[config.mk]
export PLATFORM = sky130hd
export DESIGN_NAME = link_liveness_tracker_top
export DESIGN_NICKNAME = d
export VERILOG_FILES = /design/src/lltr_pkg.sv /design/src/lltr_ram.sv /design/src/lltr_cfg.sv /design/src/lltr_update.sv /design/src/link_liveness_tracker_top.sv
export VERILOG_INCLUDE_DIRS = /design/src /design/src/src
export SDC_FILE = /design/constraint.sdc
export NUM_CORES = 1
export LEC_CHECK = 0
export ABC_AREA = 1
export BUFFER_PORTS_ARGS = -buffer_cell sky130_fd_sc_hd__clkbuf_2
export CAP_MARGIN = 0
export CORE_MARGIN = 8
export CORE_UTILIZATION = 30
export DETAILED_ROUTE_END_ITERATION = 10
export MAX_ROUTING_LAYER = met4
export SLEW_MARGIN = 20
export SYNTH_ARGS = -nofsm -noshare
export SYNTH_HDL_FRONTEND = slang
export SYNTH_SLANG_ARGS = --single-unit
[constraint.sdc]
create_clock -name clk -period 25.1 [get_ports clk]
set_clock_uncertainty 0.1 [all_clocks]
set_input_delay 2.51 -clock clk [delete_from_list [all_inputs] [get_ports clk]]
set_output_delay 2.51 -clock clk [all_outputs]
set_load 0.05 [all_outputs]
[src/link_liveness_tracker_top_assert.svh]
// ----------------------------------------------------------------------------
// Link liveness tracker assertion macros
// Short forms for the concurrent checks placed at the end of the top level.
// ----------------------------------------------------------------------------
`ifndef LINK_LIVENESS_TRACKER_TOP_ASSERT_SVH
`define LINK_LIVENESS_TRACKER_TOP_ASSERT_SVH

// Same-cycle implication, disabled while reset is asserted.
`define LLTR_ASSERT_IMPLIES(name, clk_i, rstn_i, ante, cons) \
	name: assert property (@(posedge clk_i) disable iff (!rstn_i) (ante) |-> (cons)) \
		else $error("lltr: implication check failed");

// Next-cycle implication, disabled while reset is asserted.
`define LLTR_ASSERT_NEXT(name, clk_i, rstn_i, ante, cons) \
	name: assert property (@(posedge clk_i) disable iff (!rstn_i) (ante) |=> (cons)) \
		else $error("lltr: next-cycle check failed");

`endif

[src/lltr_pkg.sv]
// ----------------------------------------------------------------------------
// Link liveness tracker package
// Shared constants, codes and word types for the tracker modules.
// ----------------------------------------------------------------------------
package lltr_pkg;

	// Table geometry.
	localparam int LINKS   = 8;
	localparam int LINK_AW = (LINKS > 1) ? $clog2(LINKS) : 1;

	// Field widths.
	localparam int TIME_W  = 40;
	localparam int RUN_W   = 16;
	localparam int TMS_W   = 22;
	localparam int GRACE_W = 27;
	localparam int CDOWN_W = 26;
	localparam int CNT_W   = 4;
	localparam int CFG_AW  = 3;
	localparam int CFG_DW  = 12;

	// Arithmetic constants.
	localparam logic [9:0]         MS_PER_S    = 10'd1000;
	localparam logic [GRACE_W-1:0] WARN_MIN_MS = 27'd3000;
	localparam logic [RUN_W-1:0]   RUN_MAX     = '1;
	localparam logic [CDOWN_W-1:0] CDOWN_MAX   = '1;

	// Operation codes.
	localparam logic [2:0] OP_POLL    = 3'd0;
	localparam logic [2:0] OP_CONNECT = 3'd1;
	localparam logic [2:0] OP_OFFLINE = 3'd2;
	localparam logic [2:0] OP_SOCKET  = 3'd3;
	localparam logic [2:0] OP_READY   = 3'd4;
	localparam logic [2:0] OP_QUERY   = 3'd5;

	// Link state codes.
	localparam logic [1:0] ST_UNKNOWN      = 2'd0;
	localparam logic [1:0] ST_CONNECTING   = 2'd1;
	localparam logic [1:0] ST_CONNECTED    = 2'd2;
	localparam logic [1:0] ST_DISCONNECTED = 2'd3;

	// Configuration register indexes.
	localparam logic [CFG_AW-1:0] CFG_TIMEOUT    = 3'd0;
	localparam logic [CFG_AW-1:0] CFG_GRACE_MULT = 3'd1;
	localparam logic [CFG_AW-1:0] CFG_MIN_FAIL   = 3'd2;
	localparam logic [CFG_AW-1:0] CFG_NOTICES    = 3'd3;
	localparam logic [CFG_AW-1:0] CFG_MUTED      = 3'd4;

	// Configuration reset values (timeout kept as milliseconds).
	localparam logic [TMS_W-1:0]   RST_TIMEOUT_MS = 22'd30000;
	localparam logic [4:0]         RST_GRACE_MULT = 5'd3;
	localparam logic [7:0]         RST_MIN_FAIL   = 8'd2;
	localparam logic               RST_NOTICES    = 1'b1;
	localparam logic [7:0]         RST_MUTED      = 8'd0;
	localparam logic [GRACE_W-1:0] RST_WINDOW_MS  = 27'd90000;

	// Input word.
	typedef struct packed {
		logic [2:0]        op;
		logic [2:0]        link;
		logic              flag;
		logic [TIME_W-1:0] event_time_ms;
	} in_word_t;

	// Result word.
	typedef struct packed {
		logic [1:0]         link_state;
		logic               state_changed;
		logic               outage_start;
		logic               warning_shown;
		logic [CDOWN_W-1:0] countdown_ms;
		logic               recovered_shown;
		logic               went_offline;
		logic               socket_up;
		logic               data_ready;
		logic [TIME_W-1:0]  last_seen_ms;
		logic [CNT_W-1:0]   connected_count;
	} out_word_t;

	// One table entry per link.
	typedef struct packed {
		logic [1:0]        state;
		logic [RUN_W-1:0]  fail_run;
		logic [RUN_W-1:0]  succ_run;
		logic [TIME_W-1:0] last_ok;
		logic              warned;
		logic              ready;
		logic              socket;
	} entry_t;

	localparam int ENTRY_W = $bits(entry_t);

	// Live configuration seen by the update logic.
	typedef struct packed {
		logic [GRACE_W-1:0] window_ms;
		logic [7:0]         min_failures;
		logic               notices_enabled;
		logic [7:0]         muted_links;
	} cfg_t;

	// Quiet-time summary computed one stage ahead of the update.
	typedef struct packed {
		logic               seen;
		logic               big;
		logic [GRACE_W-1:0] quiet;
	} quiet_t;

endpackage

[src/lltr_ram.sv]
// ----------------------------------------------------------------------------
// Generic single-port-write RAM
// One write port and one read port with a registered read.
// ----------------------------------------------------------------------------
module lltr_ram #(
	parameter int WIDTH = 8,
	parameter int DEPTH = 8,
	localparam int AW = (DEPTH > 1) ? $clog2(DEPTH) : 1
) (
	input  logic                     clk,
	input  logic                     wen,
	input  logic [AW-1:0]            waddr,
	input  logic [WIDTH-1:0]         wdata,
	input  logic                     ren,
	input  logic [AW-1:0]            raddr,
	output logic [WIDTH-1:0]         rdata
);

	logic [WIDTH-1:0] mem_q [DEPTH];

	// Write port.
	always_ff @(posedge clk) begin
		if (wen) begin
			mem_q[waddr] <= wdata;
		end
	end

	// Registered read port; returns the old word on a same-address write.
	always_ff @(posedge clk) begin
		if (ren) begin
			rdata <= mem_q[raddr];
		end
	end

endmodule

[src/lltr_cfg.sv]
// ----------------------------------------------------------------------------
// Link liveness tracker configuration registers
// Holds the registers and derives the grace window in milliseconds.
// ----------------------------------------------------------------------------
module lltr_cfg (
	input  logic                        clk,
	input  logic                        arst_n,
	input  logic                        cfg_wen,
	input  logic [lltr_pkg::CFG_AW-1:0] cfg_addr,
	input  logic [lltr_pkg::CFG_DW-1:0] cfg_wdata,
	output lltr_pkg::cfg_t              cfg
);

	logic [lltr_pkg::TMS_W-1:0]   timeout_ms_q;
	logic [4:0]                   grace_mult_q;
	logic [7:0]                   min_fail_q;
	logic                         notices_q;
	logic [7:0]                   muted_q;
	logic [lltr_pkg::GRACE_W-1:0] grace_q;
	logic [lltr_pkg::TMS_W-1:0]   timeout_prod;
	logic [lltr_pkg::GRACE_W-1:0] grace_prod;

	// The timeout is scaled to milliseconds as it is written.
	assign timeout_prod = {10'b0, cfg_wdata} * {12'b0, lltr_pkg::MS_PER_S};

	// The grace window is a registered product of the timeout and multiplier registers.
	assign grace_prod = {5'b0, timeout_ms_q} * {22'b0, grace_mult_q};

	always_ff @(posedge clk or negedge arst_n) begin
		if (!arst_n) begin
			timeout_ms_q <= lltr_pkg::RST_TIMEOUT_MS;
			grace_mult_q <= lltr_pkg::RST_GRACE_MULT;
			min_fail_q   <= lltr_pkg::RST_MIN_FAIL;
			notices_q    <= lltr_pkg::RST_NOTICES;
			muted_q      <= lltr_pkg::RST_MUTED;
			grace_q      <= lltr_pkg::RST_WINDOW_MS;
		end else begin
			grace_q <= grace_prod;
			if (cfg_wen) begin
				case (cfg_addr)
					lltr_pkg::CFG_TIMEOUT:    timeout_ms_q <= timeout_prod;
					lltr_pkg::CFG_GRACE_MULT: grace_mult_q <= cfg_wdata[4:0];
					lltr_pkg::CFG_MIN_FAIL:   min_fail_q   <= cfg_wdata[7:0];
					lltr_pkg::CFG_NOTICES:    notices_q    <= cfg_wdata[0];
					lltr_pkg::CFG_MUTED:      muted_q      <= cfg_wdata[7:0];
					default: begin
					end
				endcase
			end
		end
	end

	assign cfg.window_ms       = grace_q;
	assign cfg.min_failures    = min_fail_q;
	assign cfg.notices_enabled = notices_q;
	assign cfg.muted_links     = muted_q;

endmodule

[src/lltr_update.sv]
// ----------------------------------------------------------------------------
// Link liveness tracker entry update
// Applies one event to a table entry and forms the result word.
// ----------------------------------------------------------------------------
module lltr_update (
	input  lltr_pkg::in_word_t  word,
	input  lltr_pkg::entry_t    entry,
	input  lltr_pkg::quiet_t    quiet,
	input  lltr_pkg::cfg_t      cfg,
	output lltr_pkg::entry_t    nxt,
	output lltr_pkg::out_word_t res
);

	logic                         notice_on;
	logic [lltr_pkg::GRACE_W:0]   grace_diff;
	logic                         quiet_ge;
	logic [lltr_pkg::GRACE_W-1:0] left_ms;
	logic [lltr_pkg::RUN_W-1:0]   fail_inc;
	logic [lltr_pkg::RUN_W-1:0]   succ_inc;
	logic                         start;
	logic                         recovered;

	// Notices need the global enable and an unmuted link.
	assign notice_on = cfg.notices_enabled & ~cfg.muted_links[word.link];

	// One subtract gives both the grace compare and the time left.
	assign grace_diff = {1'b0, cfg.window_ms} - {1'b0, quiet.quiet};
	assign quiet_ge   = quiet.big | grace_diff[lltr_pkg::GRACE_W] | (grace_diff == '0);
	assign left_ms    = quiet_ge ? '0 : grace_diff[lltr_pkg::GRACE_W-1:0];

	// Saturating run counters.
	assign fail_inc = (entry.fail_run == lltr_pkg::RUN_MAX) ? entry.fail_run
		: entry.fail_run + 1'b1;
	assign succ_inc = (entry.succ_run == lltr_pkg::RUN_MAX) ? entry.succ_run
		: entry.succ_run + 1'b1;

	always_comb begin
		nxt       = entry;
		res       = '0;
		start     = 1'b0;
		recovered = 1'b0;

		// Operation dispatch.
		case (word.op)
			lltr_pkg::OP_POLL: begin
				if (word.flag) begin
					nxt.succ_run = succ_inc;
					nxt.fail_run = '0;
					nxt.last_ok  = word.event_time_ms;
					if (entry.state == lltr_pkg::ST_CONNECTED) begin
						if (entry.warned) begin
							recovered  = 1'b1;
							nxt.warned = 1'b0;
						end
					end else begin
						nxt.state = lltr_pkg::ST_CONNECTED;
					end
				end else begin
					nxt.fail_run = fail_inc;
					nxt.succ_run = '0;
					if (entry.state inside {lltr_pkg::ST_UNKNOWN, lltr_pkg::ST_CONNECTING}) begin
						nxt.state = lltr_pkg::ST_DISCONNECTED;
					end else if (entry.state == lltr_pkg::ST_CONNECTED) begin
						if (quiet.seen && quiet_ge && (fail_inc >= {8'b0, cfg.min_failures})) begin
							nxt.state = lltr_pkg::ST_DISCONNECTED;
							nxt.ready = 1'b0;
						end else if (fail_inc == 16'd1) begin
							start = 1'b1;
						end
					end else begin
						nxt.ready = 1'b0;
					end
				end
			end
			lltr_pkg::OP_CONNECT: begin
				if (entry.state == lltr_pkg::ST_UNKNOWN) begin
					nxt.state = lltr_pkg::ST_CONNECTING;
				end
			end
			lltr_pkg::OP_OFFLINE: begin
				if (entry.state != lltr_pkg::ST_DISCONNECTED) begin
					nxt.state    = lltr_pkg::ST_DISCONNECTED;
					nxt.ready    = 1'b0;
					nxt.fail_run = '0;
					nxt.succ_run = '0;
					nxt.warned   = 1'b0;
				end
			end
			lltr_pkg::OP_SOCKET: begin
				nxt.socket = word.flag;
			end
			lltr_pkg::OP_READY: begin
				nxt.ready = word.flag;
			end
			default: begin
				// Query and unused codes leave the entry alone.
			end
		endcase

		// Outage start and the optional countdown warning.
		if (start) begin
			res.outage_start = 1'b1;
			if (notice_on && (left_ms > lltr_pkg::WARN_MIN_MS)) begin
				nxt.warned        = 1'b1;
				res.warning_shown = 1'b1;
				res.countdown_ms  = left_ms[lltr_pkg::GRACE_W-1] ? lltr_pkg::CDOWN_MAX
					: left_ms[lltr_pkg::CDOWN_W-1:0];
			end
		end

		res.recovered_shown = recovered & notice_on;

		// A poll that demotes a connected link drops its warning.
		if ((word.op == lltr_pkg::OP_POLL) && (entry.state == lltr_pkg::ST_CONNECTED)
				&& (nxt.state == lltr_pkg::ST_DISCONNECTED)) begin
			nxt.warned       = 1'b0;
			res.went_offline = 1'b1;
		end

		res.link_state    = nxt.state;
		res.state_changed = (nxt.state != entry.state);
		res.socket_up     = nxt.socket;
		res.data_ready    = nxt.ready;
		res.last_seen_ms  = nxt.last_ok;
	end

endmodule

[src/link_liveness_tracker_top.sv]
// ----------------------------------------------------------------------------
// Link liveness tracker
// Per-link liveness table with one read-modify-write per event.
// ----------------------------------------------------------------------------
// Usage:
//   Events enter on in_valid/in_word, results leave on out_valid/out_word.
//   A word moves when valid is high and stall is low at a rising edge.
//   Every event gives exactly one result word, in order.
//   The link table lives in an 8-entry RAM with a registered read.
//   The entry of an accepted word is read at the accepting edge, its quiet
//   time is formed in the next cycle, and when the update stage advances
//   the entry is written back as the result is loaded into the output
//   register. One event is in flight at a time, a limit set by the RAM
//   read-modify-write loop, so no new word is taken while an event sits
//   in the read stage or waits in the update stage. A new word may be
//   accepted while the previous result waits; a same-link access right
//   after a write is served from a forwarding register.
//   When out_stall holds the output register full, the event in the
//   update stage waits and in_stall stays high until the slot frees.
//   Reset clears the valid bits of the table, so every link reads as
//   unknown with zero runs and flags; the configuration returns to its
//   defaults. Configuration writes take effect for the next event.
// ----------------------------------------------------------------------------
module link_liveness_tracker_top (
	input  logic                        clk,
	input  logic                        arst_n,
	input  logic                        in_valid,
	output logic                        in_stall,
	input  lltr_pkg::in_word_t          in_word,
	output logic                        out_valid,
	input  logic                        out_stall,
	output lltr_pkg::out_word_t         out_word,
	input  logic                        cfg_wen,
	input  logic [lltr_pkg::CFG_AW-1:0] cfg_addr,
	input  logic [lltr_pkg::CFG_DW-1:0] cfg_wdata
);

	lltr_pkg::cfg_t      cfg;
	logic                in_accept;
	logic                s2_adv;
	logic                v_s1;
	lltr_pkg::in_word_t  word_s1;
	logic                v_s2;
	lltr_pkg::in_word_t  word_s2;
	lltr_pkg::entry_t    entry_s2;
	lltr_pkg::quiet_t    quiet_s2;
	logic [lltr_pkg::ENTRY_W-1:0] ram_rdata;
	lltr_pkg::entry_t    entry_s1;
	lltr_pkg::quiet_t    quiet_s1;
	logic [lltr_pkg::LINK_AW-1:0] addr_s1;
	logic [lltr_pkg::LINK_AW-1:0] addr_s2;
	logic                fwd_hit;
	logic [lltr_pkg::TIME_W:0]    time_diff;
	logic [lltr_pkg::TIME_W-1:0]  quiet_full;
	logic [lltr_pkg::LINKS-1:0]   valid_q;
	logic                fwd_valid_q;
	logic [lltr_pkg::LINK_AW-1:0] fwd_addr_q;
	lltr_pkg::entry_t    fwd_data_q;
	lltr_pkg::entry_t    entry_nxt;
	lltr_pkg::out_word_t upd_res;
	logic                in_range;
	logic                wr_en;
	logic [lltr_pkg::CNT_W-1:0]   cnt_q;
	logic [lltr_pkg::CNT_W-1:0]   cnt_nxt;
	logic                out_valid_q;
	lltr_pkg::out_word_t out_word_q;
	lltr_pkg::out_word_t out_nxt;

	// Configuration registers and grace window.
	lltr_cfg u_cfg (
		.clk       (clk),
		.arst_n    (arst_n),
		.cfg_wen   (cfg_wen),
		.cfg_addr  (cfg_addr),
		.cfg_wdata (cfg_wdata),
		.cfg       (cfg)
	);

	// Handshake: one event in flight, output register decouples the receiver.
	assign s2_adv    = v_s2 & (~out_valid_q | ~out_stall);
	assign in_stall  = v_s1 | (v_s2 & ~s2_adv);
	assign in_accept = in_valid & ~in_stall;

	assign addr_s1  = word_s1.link[lltr_pkg::LINK_AW-1:0];
	assign addr_s2  = word_s2.link[lltr_pkg::LINK_AW-1:0];
	assign in_range = (int'(word_s2.link) < lltr_pkg::LINKS);
	assign wr_en    = s2_adv & in_range;

	// Link table.
	lltr_ram #(
		.WIDTH (lltr_pkg::ENTRY_W),
		.DEPTH (lltr_pkg::LINKS)
	) u_table (
		.clk   (clk),
		.wen   (wr_en),
		.waddr (addr_s2),
		.wdata (entry_nxt),
		.ren   (in_accept),
		.raddr (in_word.link[lltr_pkg::LINK_AW-1:0]),
		.rdata (ram_rdata)
	);

	// Entry select: latest write wins, never-written entries read as reset.
	assign fwd_hit  = fwd_valid_q && (fwd_addr_q == addr_s1);
	assign entry_s1 = fwd_hit ? fwd_data_q
		: (valid_q[addr_s1] ? lltr_pkg::entry_t'(ram_rdata) : '0);

	// Quiet time since the last success, zero if never seen or time ran back.
	assign time_diff  = {1'b0, word_s1.event_time_ms} - {1'b0, entry_s1.last_ok};
	assign quiet_s1.seen = (entry_s1.last_ok != '0);
	assign quiet_full = (!quiet_s1.seen || time_diff[lltr_pkg::TIME_W]) ? '0
		: time_diff[lltr_pkg::TIME_W-1:0];
	assign quiet_s1.big   = |quiet_full[lltr_pkg::TIME_W-1:lltr_pkg::GRACE_W];
	assign quiet_s1.quiet = quiet_full[lltr_pkg::GRACE_W-1:0];

	// Stage control.
	always_ff @(posedge clk or negedge arst_n) begin
		if (!arst_n) begin
			v_s1 <= 1'b0;
			v_s2 <= 1'b0;
		end else begin
			v_s1 <= in_accept;
			v_s2 <= v_s1 | (v_s2 & ~s2_adv);
		end
	end

	// Stage payloads.
	always_ff @(posedge clk) begin
		if (in_accept) begin
			word_s1 <= in_word;
		end
		if (v_s1) begin
			word_s2  <= word_s1;
			entry_s2 <= entry_s1;
			quiet_s2 <= quiet_s1;
		end
	end

	// Event update.
	lltr_update u_update (
		.word  (word_s2),
		.entry (entry_s2),
		.quiet (quiet_s2),
		.cfg   (cfg),
		.nxt   (entry_nxt),
		.res   (upd_res)
	);

	// Connected-link count follows state moves into and out of connected.
	always_comb begin
		cnt_nxt = cnt_q;
		if (in_range) begin
			if ((entry_s2.state != lltr_pkg::ST_CONNECTED)
					&& (entry_nxt.state == lltr_pkg::ST_CONNECTED)) begin
				cnt_nxt = cnt_q + 1'b1;
			end else if ((entry_s2.state == lltr_pkg::ST_CONNECTED)
					&& (entry_nxt.state != lltr_pkg::ST_CONNECTED)) begin
				cnt_nxt = cnt_q - 1'b1;
			end
		end
	end

	// Valid bits, forwarding register and count.
	always_ff @(posedge clk or negedge arst_n) begin
		if (!arst_n) begin
			valid_q     <= '0;
			fwd_valid_q <= 1'b0;
			cnt_q       <= '0;
		end else if (s2_adv) begin
			cnt_q <= cnt_nxt;
			if (wr_en) begin
				valid_q[addr_s2] <= 1'b1;
				fwd_valid_q      <= 1'b1;
			end
		end
	end

	always_ff @(posedge clk) begin
		if (wr_en) begin
			fwd_addr_q <= addr_s2;
			fwd_data_q <= entry_nxt;
		end
	end

	// Result word with the updated link count.
	always_comb begin
		out_nxt                 = in_range ? upd_res : '0;
		out_nxt.connected_count = cnt_nxt;
	end

	// Output register.
	always_ff @(posedge clk or negedge arst_n) begin
		if (!arst_n) begin
			out_valid_q <= 1'b0;
		end else if (s2_adv) begin
			out_valid_q <= 1'b1;
		end else if (!out_stall) begin
			out_valid_q <= 1'b0;
		end
	end

	always_ff @(posedge clk) begin
		if (s2_adv) begin
			out_word_q <= out_nxt;
		end
	end

	assign out_valid = out_valid_q;
	assign out_word  = out_word_q;

	// Checks.
`include "link_liveness_tracker_top_assert.svh"

	`LLTR_ASSERT_IMPLIES(a_single_in_flight, clk, arst_n, v_s1, !v_s2)
	`LLTR_ASSERT_NEXT(a_accept_reads, clk, arst_n, in_accept, v_s1)
	`LLTR_ASSERT_NEXT(a_update_loads_out, clk, arst_n, s2_adv, out_valid_q && !v_s2)
	`LLTR_ASSERT_IMPLIES(a_count_bound, clk, arst_n, out_valid_q, int'(cnt_q) <= lltr_pkg::LINKS)

endmodule

; After elaboration in Yosys (flattened, before gate mapping)
; Memories as Yosys holds them, arrays and structs flattened. A register that Yosys moved wholly into a read port is not among the register bits.
; Cells that the tools add are included.
[classes]
bitwise = 15
muxes = 55
multipliers = 2
n_reduce_logical = 24
n_lt_le_gt_ge = 5
addsub = 6
eq_ne = 21
[op_table]
columns = cell, count
row1 = two-way mux 77 bit, 2
row2 = two-way mux 40 bit, 2
row3 = two-way mux 34 bit, 2
row4 = case mux 32 bit (2 select lines), 1
row5 = two-way mux 27 bit, 2
row6 = two-way mux 41 bit, 1
row7 = subtractor 40 x 40 -> 41 bit, 1
row8 = nonzero test 40 bit, 1
row9 = "adder 16 x 1 -> 16 bit, second input constant", 2
row10 = "== test 16 bit, second input constant", 2
row11 = two-way mux 16 bit, 2
row12 = zero test 28 bit, 1
row13 = two-way mux 28 bit, 1
row14 = subtractor 27 x 27 -> 28 bit, 1
row15 = "> comparator 27 x 12 -> 1 bit, second input constant", 1
row16 = two-way mux 1 bit, 27
row17 = two-way mux 26 bit, 1
row18 = multiplier 19 x 5 -> 24 bit, 1
row19 = "multiplier 12 x 7 -> 19 bit, second input constant", 1
row20 = "== test 16 x 1 -> 1 bit, second input constant", 1
row21 = greater-or-equal comparator 16 x 8 -> 1 bit, 1
row22 = OR reduction 13 bit, 1
row23 = "== test 3 x 2 -> 1 bit, second input constant", 4
row24 = two-way mux 2 bit, 6
row25 = other kinds (29), 63
[totals]
output_inout_bits = 81
ram_bits = 616
n_memories = 1
regBits = 396
in_bits = 67
elab_cells = 174
[mem_list]
columns = memory, depth, word_bits, rd, rd_clocked_by_memory_dff, write_ports, line
row1 = u_table.mem_q, 8, 77, 1, 1, 1, lltr_ram.sv:19  ; logic [WIDTH-1:0] mem_q [DEPTH];

; Logic depth before layout (Yosys ltp)
; Gate-level depths: netlist of run 1.
[depth]
depth_word = 14
ltp_mapped = 28

; Modules after synthesis
; Synthesis of run 1 repeated with hierarchy kept, for this count alone.
[unflattened]
hier_cells = 6169
area_unflattened_um2 = 58041.9
[modules_own_cells]
columns = module, area_per_inst_um2, instances, cells_per_inst
row1 = lltr_ram, 29067.9, 1, 2756
row2 = link_liveness_tracker_top, 15800.2, 1, 1296
row3 = lltr_cfg, 7826.3, 1, 1041
row4 = lltr_update, 5347.6, 1, 1076

; Worst setup path before layout of run 1
; Ideal clock, no wire load.
[synth_timing]
path_kind = input to register
start = input port out_stall
end = memory u_table.mem_q[3][0] (netlist bit), enable pin
arrival_ps = 10718
setup_slack_ps = 13801
required_time_ps = 24519
cell_stages = 5
cell_sequence = nand2_1 inv_1 nor2_1 nand2_1 nor2_1
[synth_between]
elab_chain_cells = 5
[synth_rtl]
columns = item, line
row1 = start: declaration, link_liveness_tracker_top.sv:31  ; input logic out_stall,
row2 = inverter 1 bit, link_liveness_tracker_top.sv:80  ; assign s2_adv = v_s2 & (~out_valid_q | ~out_stall);
row3 = OR 1 bit, link_liveness_tracker_top.sv:80
row4 = bitwise AND 1 bit, link_liveness_tracker_top.sv:80
row5 = via s2_adv, link_liveness_tracker_top.sv:40  ; logic s2_adv;
row6 = two-way mux 1 bit, lltr_ram.sv:23  ; if (wen) begin
row7 = two-way mux 1 bit (not written as such), lltr_ram.sv:24  ; mem_q[waddr] <= wdata;
row8 = end: declaration, lltr_ram.sv:19
; The timed path passes the listed nets, and every way through them passes these cells.

; Final worst setup path of run 1
[layout_timing]
start = input port cfg_wdata[2] (netlist bit)
end = register u_cfg.timeout_ms_q[21] (netlist bit)
[layout_between]
elab_chain_cells = 1
[layout_rtl]
columns = item, line
row1 = start: declaration, link_liveness_tracker_top.sv:35  ; input logic [lltr_pkg::CFG_DW-1:0] cfg_wdata
row2 = multiplier 12 x 7 -> 19 bit, lltr_cfg.sv:24  ; assign timeout_prod = {10'b0, cfg_wdata} * {12'b0, lltr_pkg::MS_PER_S};
row3 = end signal: assignment, lltr_cfg.sv:31  ; timeout_ms_q <= lltr_pkg::RST_TIMEOUT_MS;
row4 = end signal: assignment, lltr_cfg.sv:41  ; lltr_pkg::CFG_TIMEOUT: timeout_ms_q <= timeout_prod;
row5 = end: declaration, lltr_cfg.sv:14  ; logic [lltr_pkg::TMS_W-1:0] timeout_ms_q;
; Every way passes these cells.
; A chain may end at the register's enable or synchronous reset.

==> reports/summary.txt, run 1 <==
outcome - finished clean
Post-synth top flop - edfxtp_1
WP data arrival - 7.04 ns
detailed placement HPWL - 81200 µm
Die H - 403 µm
worst r2r src - addr_s1[0]$_DFFE_PP_
Post-Synthesis Cells - 4178
Synth Area per Inst - 10.7 µm²
TritonCTS buffer count - 93
vias - 30100
post-synthesis sequential area ratio - 0.603
GRT Total Usage - 0.150
Core Area - 0.149 mm²
fin area - 0.0507 mm²
Min-Delay Path Class - register to register
row cnt - 142
most used cell, CP - nand2_1
CTS resizes - 0
crit end category - register
Synth area leader - edfxtp_1
wire length per cell - 19.3 µm
leak pwr - 20.1 nW
FMAX - 153 MHz
pwr/cell area - 94.9 mW/mm²
largest net degree at the start of global routing - 137
drt initial violations - 2179
Setup CP Type - input port to register
First-pass DRT Iterations - 5
quantity of I/O buffers inserted on ports - 147
most frequent cells in the layout - edfxtp_1 (832), nor2_1 (655), nand2_1 (572), inv_1 (481), o21ai_0 (385)
Yosys top cell area share - 0.557
Worst Path Max Fanout - 7
headroom to the max-slew limit - 0.266
die width - 403 µm
Post-Syn Nets - 4488
Pins Over Slew Limit - 0
critical path's slowest cell - fa_1
NumNets Final - 4581
Max stage delay on crit path - 0.55 ns
Post-Syn Area - 0.0449 mm²
routed vias/inst - 4.78
synth top area cells - edfxtp_1 (56%), nor2_1 (5.6%), nand2_1 (4.8%), o21ai_0 (4.3%), ha_1 (4.3%)
Hold Violations, Final - 0
layout cells sized above 1 - 0.112
crit-path cells - clkbuf_2 -> fa_1 -> inv_1 -> fa_1 -> fa_1 -> inv_1 -> fa_1 -> ha_1 -> nand2_1 -> o21ai_0 -> a31oi_1 -> o21ai_0 -> nand2_1 -> nand2_1 -> a21oi_1 -> o21ai_0 -> nand2_1 -> nand2_1 -> a21oi_1 -> or2_2 -> nand3_1 -> nand2_1
Final Wtd Congestion - 0.915
CP Launch Type - input port
CTS tree - done
met2 wire len - 60200 µm
# Max-Cap Violations - 0
period utilization - 0.261
endpoints failing setup - 0
CP required - 25.59 ns
hold buffer count at cts - 0
Skew-Pair Late Insertion Delay - 0.70 ns
min-delay src - word_s1[45]$_DFFE_PP_
met3 wire len - 6000 µm
initial antenna violation count - 1
Reg clk slew, reported paths - 0.07 ns
die area - 0.162 mm²
CTS Sinks - 913
commonest non-fill, non-tap cell in the layout - edfxtp_1
first-pass GRT wire length - 182000 µm
routed wire length - 122000 µm
Cell Area, Placed - 0.0475 mm²
VDD IR max - 63.7 µV
RSZ-0062 raised after global routing - no
Clock Tree Buf Depth - 3
CTS H-tree lvls - 3
# DRC - 0
io pins - 148
Setup crit start - cfg_wdata[2]
Final Critical Period - 6.55 ns
Initial Utilization - 0.301
Ys Warns - 0
Post-CTS Setup Bufs - 0
Post-synth EDFFs - 832
CTS Root Cell - clkbuf_16
area grow syn2layout - 12.9%
post-synth cell types - 56
Post-synth ARST share - 0.0887
uppermost layer routed - met4
setup TNS - 0 ns
WL met1 - 52000 µm
Final ANT Viol Nets - 0
grt total ovfl - 0
Least-Margin Pin Slew - 1.10 ns
vias in the first global route - 29600
post-synthesis register bit count - 913
kinds of logic (layout without fill, tap and decap cells):
group / count (synthesis) / count (layout) / synth area share
simple gates: 1486 / 1486 / 0.136
flops: 913 / 913 / 0.603
fa+ha+maj: 243 / 243 / 0.0828
compound gates: 741 / 741 / 0.0910
other cells: 0 / 1 / 0
buf+inv: 676 / 845 / 0.0616
xor+xnor: 79 / 79 / 0.0154
mux: 40 / 40 / 0.0100
worst max-delay path, delay by kind of cell:
family,cells,cell delay [ns]
fa+ha+maj,5,2.36
buf+inv,3,0.29
compound gates,6,1.13
simple gates,8,0.76
layout make-up:
class                      count  area (µm²)
clock inverter                64         749
inverter                     489        1840
fill                       14900       98600
tap                         1944        2430
antenna                        1        2.50
clock buffer                 107        2380
timing repair buffer         185        1050
sequential                   913       27000
multi-input combinational   2589       15200
routing by layer:
metal,global-route usage,vias to the layer above
met4,0.0485,0
met5,-,-
met2,0.257,678
met1,0.182,14800
met3,0.0230,171
li1,-,14400
through the flow:
stage / hold WS [ns] / setup slack (ns) / cells / total power [mW] / utilization
after floorplan: 0.300 / 13.80 / 4178 / 3.02 / -
after global placement: 0.307 / 17.71 / 6120 / 3.41 / 0.318
after detailed placement: 0.306 / 17.77 / 6120 / 3.43 / 0.318
after CTS: 0.321 / 18.54 / 6291 / 4.86 / 0.339
after global routing: 0.332 / 18.14 / 6291 / 5.10 / 0.339
final: 0.320 / 18.55 / 6292 / 4.81 / 0.339
registers in the layout, indices dropped and copies added (netlist names), 3 cells and up:
name                cells
entry_s2               61
valid_q                 8
u_table.rdata          61
u_table.mem_q         488
fwd_data_q             17
addr_s2                 3
u_cfg.grace_q          24
quiet_s2               29
addr_s1                 3
u_cfg.grace_mult_q      5
fwd_addr_q              3
u_cfg.muted_q           8
u_cfg.timeout_ms_q     19
cnt_q                   4
word_s2                44
u_cfg.min_fail_q        8
word_s1                44
out_word               79
Yosys cell counts, types with 16 or more instances:
master	number
o22ai_1	66
ha_1	153
or2_2	16
nand3_1	107
nor2_1	665
edfxtp_1	832
nor3_1	19
dfstp_2	20
nor2_2	27
clkbuf_1	117
inv_1	482
xnor2_1	25
fa_1	90
nand2_2	16
xor2_1	54
buf_4	46
nand2_1	572
a31oi_1	99
mux2_2	40
nand4_1	34
dfrtp_1	61
a21oi_1	137
o21ai_0	387
path summary, 6_finish.rpt:
path                                                      end  slack [ns]  cells past startpoint
setup / recovery           u_cfg.timeout_ms_q[21]$_DFFE_PN0P_       18.55                     22
hold reg to reg                         word_s2[45]$_DFFE_PP_        0.32                      0
max in group asynchronous                      v_s1$_DFF_PN0_       22.10                      2
min in group asynchronous         u_cfg.grace_q[17]$_DFF_PN0_        1.68                      1
hold / removal                          word_s2[45]$_DFFE_PP_        0.32                      0
setup reg to reg                       quiet_s2[27]$_DFFE_PP_       19.51                     25
power by group:
group	total (mW)	leakage (nW)	internal, mW	switching (mW)
logic	1.42	9.89	0.458	0.962
clock network	1.43	1.51	0.813	0.612
registers	1.96	8.67	1.87	0.0978
total	4.81	20.1	3.14	1.67
Power figures use the tool's default switching activity.
==> run 2, diff against run 1 <==
==> constraint.sdc (replaced) <==
create_clock -name clk -period 5.45 [get_ports clk]
set_clock_uncertainty 0.1 [all_clocks]
set_input_delay 0.545 -clock clk [delete_from_list [all_inputs] [get_ports clk]]
set_output_delay 0.545 -clock clk [all_outputs]
set_load 0.05 [all_outputs]
==> reports/summary.txt, run 2 (same netlist as run 1, synthesis figures left out) <==
outcome - finished clean
Die H - 403 µm (unchanged)
NumNets Final - 4631 (+1.1%)
row cnt - 142 (unchanged)
routed vias/inst - 4.82 (+0.75%)
quantity of I/O buffers inserted on ports - 147 (unchanged)
drt initial violations - 2573 (+18%)
headroom to the max-slew limit - 0.267 (+0.000400)
vias in the first global route - 30100 (+1.8%)
Top reg by flops - u_table.mem_q
DP Cell Count - 6130 (+0.16%)
crit end category - register
CTS tree - done
clock power share - 0.292 (-0.004)
TritonCTS buffer count - 94 (+1.1%)
detailed placement HPWL - 81800 µm (+0.74%)
pwr/cell area - 434 mW/mm² (+360%)
Final Wtd Congestion - 0.896 (-2.1%)
layout cells sized above 1 - 0.114 (+0.00188)
Skew-Pair Late Insertion Delay - 0.71 ns (about the same)
fin area - 0.0512 mm² (+0.99%)
crit-path cells - nand2_1 -> fa_1 -> fa_1 -> fa_1 -> inv_1 -> ha_1 -> a21oi_1 -> nand2_1 -> a21oi_1 -> o21bai_1 -> a21oi_1 -> o21ai_0 -> a21oi_1 -> o21bai_1 -> a21boi_0 -> o21ai_0 -> a21oi_1 -> xnor2_1
initial antenna violation count - 2 (+1)
VDD IR max - 231 µV (+260%)
wire length per cell - 19.3 µm (-0.27%)
Sw Share - 0.348 (about the same)
Seq pwr share - 0.407 (about the same)
CTS resizes - 0 (unchanged)
die width - 403 µm (unchanged)
Reg clk slew, reported paths - 0.06 ns (about the same)
first-pass GRT wire length - 184000 µm (+0.96%)
Clock Tree Buf Depth - 3 (unchanged)
Initial Utilization - 0.301 (unchanged)
Hold Violations, Final - 0 (unchanged)
Cell Area, Placed - 0.0476 mm² (+0.25%)
Min-Delay Path Class - input port to register
Post-CTS Setup Bufs - 0 (unchanged)
io pins - 148 (unchanged)
max reg flops - 488 (unchanged)
CTS H-tree lvls - 3 (unchanged)
internal power - 14.5 mW (+360%)
CP required - 5.95 ns (-19.64 ns)
total power - 22.2 mW (+360%)
Worst Path Max Fanout - 6 (-1)
period utilization - 0.885
routed wire length - 122000 µm (+0.54%)
area grow syn2layout - 14.0%
endpoints failing setup - 0 (unchanged)
FMAX - 207 MHz
Final Critical Period - 4.82 ns
Least-Margin Pin Slew - 1.09 ns (-0.0121 ns)
vias - 30600 (+1.6%)
Max stage delay on crit path - 0.58 ns (+0.03 ns)
commonest non-fill, non-tap cell in the layout - edfxtp_1
Setup CP Type - register to register
grt total ovfl - 0 (unchanged)
most frequent cells in the layout - edfxtp_1 (832), nor2_1 (655), nand2_1 (572), inv_1 (481), o21ai_0 (382)
CTS Root Cell - clkbuf_16
# Max-Cap Violations - 0 (unchanged)
CTS Sinks - 913 (unchanged)
setup TNS - 0 ns (unchanged)
# fillers - 15000 (+0.22%)
WP data arrival - 5.33 ns (-1.71 ns)
CP Launch Type - register
# DRC - 0 (unchanged)
RSZ-0062 raised after global routing - no
largest net degree at the start of global routing - 134 (-2.2%)
Final ANT Viol Nets - 0 (unchanged)
critical path's slowest cell - dfstp_2
GRT Total Usage - 0.151 (+0.000716)
hold buffer count at cts - 39 (+39)
leak pwr - 20.3 nW (+1.1%)
critical path's top delay family - adder cells
Core Area - 0.149 mm² (unchanged)
Comb pwr share - 0.301 (+0.006)
Non-Filler Instances - 6343 (+0.81%)
die area - 0.162 mm² (unchanged)
First-pass DRT Iterations - 6 (+1)
switching power - 7.72 mW (+360%)
Pins Over Slew Limit - 0 (unchanged)
worst path buffer plus inverter count - 1 (-2)
most used cell, CP - a21oi_1
-- run 2: changes by cell type in the layout (fill, tap and decap cells not counted), moves of 3 or more --
cell	previous run	this run
buf_12	1	4
buf_4	38	46
bufinv_16	12	8
clkbuf_8	0	7
dlygate4sd3_1	0	39
o21ai_0	385	382
o21ai_1	2	5
-- run 2: final timing paths --
path / start / endpoint / slack (ns) / cells after the start
setup / recovery: u_cfg.timeout_ms_q[4]$_DFFE_PN1P_ / u_cfg.grace_q[26]$_DFF_PN0_ / 0.63 / 18
hold / removal: in_word[29] / word_s1[29]$_DFFE_PP_ / 0.04 / 1
setup reg to reg: u_cfg.timeout_ms_q[4]$_DFFE_PN1P_ / u_cfg.grace_q[26]$_DFF_PN0_ / 0.63 / 18
hold reg to reg: word_s1[46]$_DFFE_PP_ / word_s2[46]$_DFFE_PP_ / 0.32 / 0
max in group asynchronous: arst_n / v_s1$_DFF_PN0_ / 3.87 / 3
min in group asynchronous: arst_n / u_cfg.timeout_ms_q[17]$_DFFE_PN0P_ / 0.34 / 2
-- run 2: cell type report --
| class | instances | area [µm²] | area share |
|---|---|---|---|
| sequential | 913 | 27000 | 0.529 |
| timing repair buffer | 234 | 1550 | 0.0303 |
| antenna | 1 | 2.50 | 0.0000489 |
| multi-input combinational | 2589 | 15200 | 0.296 |
| inverter | 489 | 1840 | 0.0361 |
| clock inverter | 55 | 584 | 0.0114 |
| tap | 1944 | 2430 | 0.0475 |
| clock buffer | 118 | 2540 | 0.0497 |
-- run 2: power groups by stage --
stage	registers (mW)	logic, mW	clock network [mW]
5_1_grt	9.10	7.56	6.88
4_1_cts	9.05	6.74	6.64
3_5_place_dp	9.18	6.69	0
2_1_floorplan	9.09	4.79	0
6_report	9.03	6.68	6.49
3_3_place_gp	9.18	6.62	0
-- run 2: worst register-to-register path: cells and delay by family, from the launching register on --
family / cells / cell delay, ns
and+or+nand+nor: 2 / 0.20
AOI/OAI and AO/OA: 10 / 1.80
adders and majority gates: 4 / 1.90
buffers and inverters: 1 / 0.04
xor gates and xnor gates: 1 / 0.13
DFF: 1 / 0.58
-- run 2: through the flow --
stage	hold slack (ns)	util	worst slack, ns
after detailed placement	0.310	0.319	0.203
after global routing	0.0273	0.343	0.103
after CTS	0.00325	0.343	0.627
after floorplan	0.149	-	0.301
after global placement	0.307	0.319	0.165
final	0.0371	0.343	0.626
-- run 2: metal layers --
layer	GRT usage	part of all wire	vias up
li1	-	-	14500
met1	0.191	0.43	14900
met2	0.248	0.48	895
met3	0.0232	0.057	200
met4	0.0513	0.034	0
met5	-	0	-
==> run 3, diff against run 2 <==
--- a/config.mk
+++ b/config.mk
@@ -13,6 +13,8 @@
 export CORE_UTILIZATION = 30
 export DETAILED_ROUTE_END_ITERATION = 10
 export MAX_ROUTING_LAYER = met4
+export PLACE_DENSITY = 0.52
+export SKIP_LAST_GASP = 1
 export SLEW_MARGIN = 20
 export SYNTH_ARGS = -nofsm -noshare
 export SYNTH_HDL_FRONTEND = slang
==> reports/summary.txt, run 3 (same netlist as run 1, synthesis figures left out) <==
CTS H-tree lvls - 3 (unchanged)
min-delay src - in_valid
pwr/cell area - 436 mW/mm² (+0.41%)
drt initial violations - 2306 (-10%)
routed wire length - 125000 µm (+2.2%)
max reg flops - 488 (unchanged)
TritonCTS buffer count - 97 (+3.2%)
headroom to the max-slew limit - 0.229 (-0.0374)
Worst Path Max Fanout - 34 (+28)
dpl ws - 0.177 ns (-0.0252 ns)
# DRC - 0 (unchanged)
Die H - 403 µm (unchanged)
Reg clk slew, reported paths - 0.06 ns (about the same)
Setup crit start - addr_s1[0]$_DFFE_PP_
Post-CTS Setup Bufs - 0 (unchanged)
io pins - 148 (unchanged)
period utilization - 0.896 (+0.0114)
Top reg by flops - u_table.mem_q
CTS Root Cell - clkbuf_16
NumNets Final - 4640 (+0.19%)
total power - 22.4 mW (+0.93%)
CTS tree - done
initial antenna violation count - 3 (+1)
CP Launch Type - register
quantity of I/O buffers inserted on ports - 147 (unchanged)
area grow syn2layout - 14.6%
Worst Slack Setup Final - 0.564 ns (-0.0622 ns)
GRT Total Usage - 0.155 (+0.00430)
Setup CP Type - register to register
Final ANT Viol Nets - 0 (unchanged)
VDD IR max - 254 µV (+10%)
crit end category - register
Min-Delay Path Class - input port to register
# Max-Cap Violations - 0 (unchanged)
layout cells sized above 1 - 0.112 (-0.00197)
FMAX - 205 MHz (-1.3%)
wire length per cell - 19.7 µm (+1.9%)
vias - 30300 (-0.97%)
Max stage delay on crit path - 0.52 ns (-0.06 ns)
vias in the first global route - 30200 (+0.090%)
die area - 0.162 mm² (unchanged)
detailed placement HPWL - 81500 µm (-0.34%)
endpoints failing setup - 0 (unchanged)
critical path's slowest cell - edfxtp_1
RSZ-0062 raised after global routing - no
crit-path cells - a21oi_1 -> o21ai_0 -> o21ai_0 -> nor2_1 -> a31oi_4 -> buf_12 -> a31o_2 -> inv_1 -> ha_1 -> a21oi_1 -> o21ai_0 -> a21boi_0 -> nand2_1 -> a21oi_1 -> o21ai_0 -> nand3_1 -> nand2b_1 -> a21oi_1 -> xor2_1 -> nand4_1 -> nor2_1 -> nor2_1
First-pass DRT Iterations - 5 (-1)
largest net degree at the start of global routing - 171 (+28%)
Final Wtd Congestion - 0.864 (-3.5%)
worst r2r src - addr_s1[0]$_DFFE_PP_
Hold Violations, Final - 0 (unchanged)
leak pwr - 20.4 nW (+0.43%)
most frequent cells in the layout - edfxtp_1 (832), nor2_1 (655), nand2_1 (572), inv_1 (481), o21ai_0 (382)
Least-Margin Pin Slew - 1.16 ns (+0.0675 ns)
WP data arrival - 5.22 ns (-0.11 ns)
WHS - 0.157 ns (+0.120 ns)
Pins Over Slew Limit - 0 (unchanged)
setup TNS - 0 ns (unchanged)
grt total ovfl - 0 (unchanged)
row cnt - 142 (unchanged)
Initial Utilization - 0.301 (unchanged)
CP required - 5.79 ns (-0.16 ns)
Clock Tree Buf Depth - 3 (unchanged)
commonest non-fill, non-tap cell in the layout - edfxtp_1
routed vias/inst - 4.76 (-1.2%)
Final Critical Period - 4.89 ns (+0.0622 ns)
die width - 403 µm (unchanged)
Skew-Pair Late Insertion Delay - 0.74 ns (+0.03 ns)
outcome - finished clean
first-pass GRT wire length - 189000 µm (+2.4%)
CTS Sinks - 913 (unchanged)
Core Area - 0.149 mm² (unchanged)
==> run 3: changes by cell type in the layout (fill, tap and decap cells not counted), sizes merged <==
cell	before	now
diode	1	2
buf	51	47
clkbuf	262	271
clkinvlp	4	3
inv	491	493
dlygate4sd3	39	49
clkinv	41	40
==> run 3: power by group <==
part           leakage (nW)  internal (mW)  switching [mW]
Combinational          10.2           2.19            4.51
Clock                  1.55           3.79            2.90
Sequential             8.67           8.60           0.412
Total                  20.4           14.6            7.83
==> run 3: critical path, delay by kind of cell, from the launching register on <==
family                     cells  cell delay, ns
AOI/OAI and AO/OA             11            2.30
and+or+nand+nor                7            0.76
DFF                            1            0.52
adders and majority gates      1            0.35
buffers and inverters          2            0.34
xor gates and xnor gates       1            0.18
==> run 3: final cells by class <==
class | count | area (µm²)
sequential | 913 | 27000
tap | 1944 | 2430
clock buffer | 127 | 2600
clock inverter | 55 | 614
antenna | 2 | 5.00
fill | 15000 | 97800
multi-input combinational | 2589 | 15200
timing repair buffer | 240 | 1720
inverter | 489 | 1850
==> run 3: what timing repair did <==
| item | CTS | global route |
|---|---|---|
| hold buffers | 49 | 0 |
| hold endpoints to repair | 70 | 0 |
| resized for setup | 0 | 0 |
==> run 3: final timing paths <==
path                                                 endpoint  slack (ns)  depth (start not counted)
setup / recovery                       quiet_s2[27]$_DFFE_PP_        0.56                         22
hold / removal                                 v_s1$_DFF_PN0_        0.16                          3
setup reg to reg                       quiet_s2[27]$_DFFE_PP_        0.56                         22
hold reg to reg                         word_s2[40]$_DFFE_PP_        0.32                          0
max in group asynchronous                      v_s1$_DFF_PN0_        3.88                          3
min in group asynchronous  u_cfg.timeout_ms_q[20]$_DFFE_PN0P_        0.30                          2
==> run 3: routing by layer <==
| layer | part of all wire | vias up | global-route usage |
|---|---|---|---|
| met4 | 0.027 | 0 | 0.0470 |
| met2 | 0.48 | 658 | 0.257 |
| met1 | 0.44 | 14900 | 0.196 |
| li1 | - | 14500 | - |
| met5 | 0 | - | - |
| met3 | 0.049 | 154 | 0.0238 |
==> run 3: stage by stage <==
step                utilization  instances  cell area [µm²]
CTS                       0.345       6357            51400
detailed placement        0.320       6126            47700
finish                    0.345       6359            51400
floorplan                     -       4178            44900
global placement          0.320       6126            47700
global route              0.345       6357            51400
